### config.mk
export PLATFORM = sky130hd
export DESIGN_NAME = mse_bank
export DESIGN_NICKNAME = d
export VERILOG_FILES = /design/src/rtl/mse_pkg.sv /design/src/rtl/mse_bank.sv
export SDC_FILE = /design/constraint.sdc
export NUM_CORES = 2
export LEC_CHECK = 0
export BUFFER_PORTS_ARGS = -buffer_cell sky130_fd_sc_hd__clkbuf_2
export CAP_MARGIN = 20
export CORE_MARGIN = 2
export CORE_UTILIZATION = 33
export DETAILED_ROUTE_END_ITERATION = 6
export SETUP_SLACK_MARGIN = 0.5
export SLEW_MARGIN = 40
export SYNTH_ARGS = -nofsm -noshare
export SYNTH_HDL_FRONTEND = slang
export SYNTH_SLANG_ARGS = --single-unit
### constraint.sdc
create_clock -name clk -period 4.9 [get_ports clk]
set_input_delay 0.735 -clock clk [delete_from_list [all_inputs] [get_ports clk]]
set_output_delay 0.735 -clock clk [all_outputs]
set_load 0.05 [all_outputs]
### src/rtl/mse_pkg.sv
// Package for the merge sort engine.
// Holds the data width and the sequencer state type; no dependencies.
package mse_pkg;

    // Width of one element.
    localparam int DATA_W = 32;

    // Sequencer states.
    typedef enum logic [2:0] {
        ST_LOAD,
        ST_PASS,
        ST_RUN,
        ST_MERGE,
        ST_OUT
    } mse_state_t;

endpackage

### src/rtl/mse_bank.sv
// Element bank: one synchronous memory with one write port and two read ports.
// Read data is registered, so it appears in the cycle after the address. Uses mse_pkg.
module mse_bank
    import mse_pkg::*;
#(
    parameter int DEPTH = 64,
    parameter int AW    = 6
)
(
    input  logic              clk,
    input  logic              we,
    input  logic [AW-1:0]     waddr,
    input  logic [DATA_W-1:0] wdata,
    input  logic [AW-1:0]     raddr_a,
    input  logic [AW-1:0]     raddr_b,
    output logic [DATA_W-1:0] rdata_a,
    output logic [DATA_W-1:0] rdata_b
);

    logic [DATA_W-1:0] mem [DEPTH];
    logic [DATA_W-1:0] rd_a_reg;
    logic [DATA_W-1:0] rd_b_reg;

    // Write port.
    always_ff @(posedge clk)
    begin
        if (we)
        begin
            mem[waddr] <= wdata;
        end
    end

    // Two registered read ports.
    always_ff @(posedge clk)
    begin
        rd_a_reg <= mem[raddr_a];
        rd_b_reg <= mem[raddr_b];
    end

    assign rdata_a = rd_a_reg;
    assign rdata_b = rd_b_reg;

endmodule

# Yosys cells after proc, flatten, opt, wreduce, memory -nomap -nowiden
# Memory sizes are Yosys's and may differ from the RTL's. A register that Yosys moved wholly into a read port is not among the register bits.
# Index checks and enable logic that the tools add are counted.
[word_totals]
in_bits = 52
mem_count = 1
output_inout_bits = 64
register_bits = 0
mem_bits_rw = 2048
wordCells = 3
[memory_table]
columns = ["memory", "depth", "word_bits", "rd", "rd_ports_with_merged_regs", "wr", "line_no", "text"]
rows = [
  ["mem", 64, 32, 2, 2, 1, "mse_bank.sv:20", "logic [DATA_W-1:0] mem [DEPTH];"],
]
[classes]
mux = 2
[op_table]
columns = ["cell", "n"]
rows = [
  ["two-way mux 1 bit", 2],
]

# Longest topological paths before layout
[logic_depth]
depth_word = 2
mapped_depth = 10
ltp_nobuf = 5

# Least setup slack after synthesis
# Ideal clock, no wire load.
[synth_path]
path_kind = "input -> register"
start = "in waddr[3]"
end = "mem mem[48][0], enable pin"
setup_time_ps = 461
cell_stages = 4
t_required_ps = 4439
t_arrival_ps = 3465
n_path_buf = 1
slack_ps = 974
cell_sequence = "clkbuf_1 -> nor2b_1 -> nand4b_1 -> nor3_1"
[synth_lines]
columns = ["item", "line_no", "text"]
rows = [
  ["start: declaration", "mse_bank.sv:12", "input logic [AW-1:0] waddr,"],
  ["end: declaration", "mse_bank.sv:20", ""],
]
# No word-level cell before the write port.

==> results.md <==
* CTS max path bufs at 4
* Detailed Routing Iterations Pass 1 at 6
* WL/cell at 35.4 µm
* Netlist cell types at 38
* Fmax at 0.304 GHz
* Die area at between 200000 and 300000 µm²
* Die width at 542 µm
* Hold-fix buffers, CTS at 0
* Largest net degree at the start of global routing at 90
* Worst vdd ir at approximately 270 µV
* Syn_nets at around 4500
* Worst-skew pair later-pin latency at 0.90 ns
* Setup crit start kind: primary input
* Setup CP Type: in2reg
* Synthesis-to-layout area growth at 15.1%
* Nets at 4729
* Tcrit/Tclk final at 67.2%
* Number of synthesis warnings at 0
* Crit-path max FO at 37
* Ys flop type: edfxtp_1
* Slew Limit Fails at 0
* FFs w/ async S/R, synth at 0%
* Area fraction of the dominant cell type after synthesis at 64.3%
* CTS HTree Levels at 4
* CTS buffer count at 216
* Core area at 288000 µm²
* First-pass GRT wire length at between 400000 and 500000 µm
* Fillers at about 26000
* Sw Pwr at 9.40 mW
* Mean Syn Cell Area at ~22 µm²
* Vias at between 50000 and 60000
* Root buf cell: clkbuf_16
* Crit path DAT at between 3 and 4 ns
* Commonest non-fill, non-tap cells in the layout: edfxtp_1 (2048), mux4_2 (1124), clkbuf_16 (220)
* Vias per cell at about 6
* Overall Power at 40.4 mW
* Syn Inst Count at 4412
* Pwr per Cell Area at 367 nW/µm²
* Post-CTS sizing at 0
* Post-synthesis sequential area ratio at between 60% and 70%
* Row count at 197
* Setup_tns at 0 ns
* Switch share at 23.2%
* Setup skew after layout at around 0.051 ns
* Logic pwr share at around 8.8%
* Total wire length at 306000 µm
* Yosys reg bits at 2112
* Max Cap Viol at 0
* Worst Setup End Kind: flip-flop
* Vias in the first global route at 52900
* Commonest non-fill, non-tap cell in the layout: edfxtp_1
* Outcome: finished, final reports clean
* Cell taking the most area after synthesis: edfxtp_1
* Initial antenna violation count at 21
* Congestion Overflow GR at 0
* Gr usage total at approximately a fifth
* Worst-Margin Slew at 0.946 ns
* Sink Count at approximately 2100
* Setup bufs post-CTS at 0
* Slew headroom at 36.9%
* Die H at ~540 µm
* RD Place Congestion at 0.817
* Hold crit path type: in2reg
* Netlist Area Pre-Place at 95700 µm²
* DR DRC count at 0
* Clk network pwr share at 41.3%
* Largest cells by area after synthesis: edfxtp_1 (64%), mux4_2 (26%), mux2i_1 (2.1%), dfxtp_1 (1.3%), a22oi_1 (0.67%)
* Req. time, crit path at around 5.6 ns
* Share of layout cells above drive strength 1 at 40.4%
* CTS tree: yes
* Leak at 34.2 nW
* Post-DP HPWL at around 190000 µm
* Starting Density at 33.2%
* Post-synth EDFFs at 2048
* Clock period minus worst slack at 3.29 ns
* RSZ-0062 raised after global routing: no
* Endpoints failing hold at 0
* Top Ports at roughly 120
* Clk slew on worst S/H paths at ~0.070 ns
* IO buf count at 115
* Iteration-0 DRC Markers at 6794
* P_int at approximately 31 mW
* DRT antenna net count at 0
* Reg power frac at 49.8%
* Setup Viol. Count Final at 0
## sequential cells by signal, summed over array words and instances, names as in the netlist
register,cells
mem,2048
rdata_b,32
rdata_a,32
## final timing paths
check | startpoint | end | depth (start not counted) | slack, ns
worst max-delay path | raddr_b[0] | rdata_b[20]$_DFF_P_ | 7 | 1.61
worst min-delay path | raddr_a[5] | rdata_a[30]$_DFF_P_ | 3 | 0.46
worst max register to register | mem[11][20]$_DFFE_PP_ | rdata_b[20]$_DFF_P_ | 4 | 2.25
worst min register to register | mem[36][15]$_DFFE_PP_ | rdata_a[15]$_DFF_P_ | 4 | 0.87
## kinds of logic (layout without fill, tap and decap cells)
family | count (synthesis) | after routing | synth area share (%)
AOI/OAI and AO/OA | 340 | 340 | 2.39
buffers and inverters | 348 | 783 | 1.83
DFF | 2112 | 2112 | 65.6
muxes | 1364 | 1364 | 29.0
other | 0 | 6 | 0
and+or+nand+nor | 248 | 248 | 1.13
## cell type report
cell class	instances	area [µm²]	area share, %
inverters	1	3.75	0.00341
diodes	6	15.0	0.0136
well taps	3781	4730	4.30
clock inverters	119	1250	1.13
clock buffers	269	5800	5.27
flip-flops and latches	2112	62800	57.0
multi-input cells	1952	31700	28.8
repair buffers	394	3770	3.43
## critical path, stage by stage
cell and delay [ns]:
buf_8 0.40, buf_12 0.31, buf_12 0.26, mux4_2 0.55
mux4_2 0.51, o22ai_1 0.75, a21oi_1 0.29
## cells in the mapped netlist (all sizes together) (3+ instances only)
library cell and instances:
a221oi 13, nand3b 6, a21oi 58, and2 6, nand2 93, o211ai 27
nor2 94, nand2b 8, nand3 9, o32a 9, mux4 1124, o221ai 16
mux2 36, o22ai 56, a22oi 85, mux2i 204, buf 212, nor3 3
a32oi 9, dfxtp 64, a211oi 15, edfxtp 2048, o21ai 49, clkbuf 135
nor2b 19, or2 3
## routing by layer
layer,global-route usage (%),up-vias,routed length [µm]
li1,-,20000,-
met1,27.3,28500,118000
met2,33.6,2782,148000
met3,4.08,566,28100
met4,7.47,14,11800
met5,0,-,97
## power groups by stage
stage / sequential [mW] / clock, mW / combinational [mW]
after CTS: 20.2 / 16.9 / 3.56
after global placement: 20.6 / 0 / 3.52
final: 20.2 / 16.7 / 3.57
after global routing: 20.2 / 17.6 / 3.72
after detailed placement: 20.6 / 0 / 3.56
after floorplan: 20.7 / 0 / 1.91
## per-stage QoR
stage | util [%] | instance area (µm²) | hold slack [ns] | setup WS [ns] | instances
floorplan | - | 95700 | 0.780 | 0.974 | 4412
global placement | 35.6 | 103000 | 0.846 | 0.808 | 8222
detailed placement | 35.7 | 103000 | 0.857 | 0.786 | 8237
CTS | 38.2 | 110000 | 0.416 | 1.71 | 8625
global route | 38.2 | 110000 | 0.460 | 1.62 | 8630
finish | 38.2 | 110000 | 0.464 | 1.61 | 8634
No activity file was read; power rests on OpenSTA's default activity.
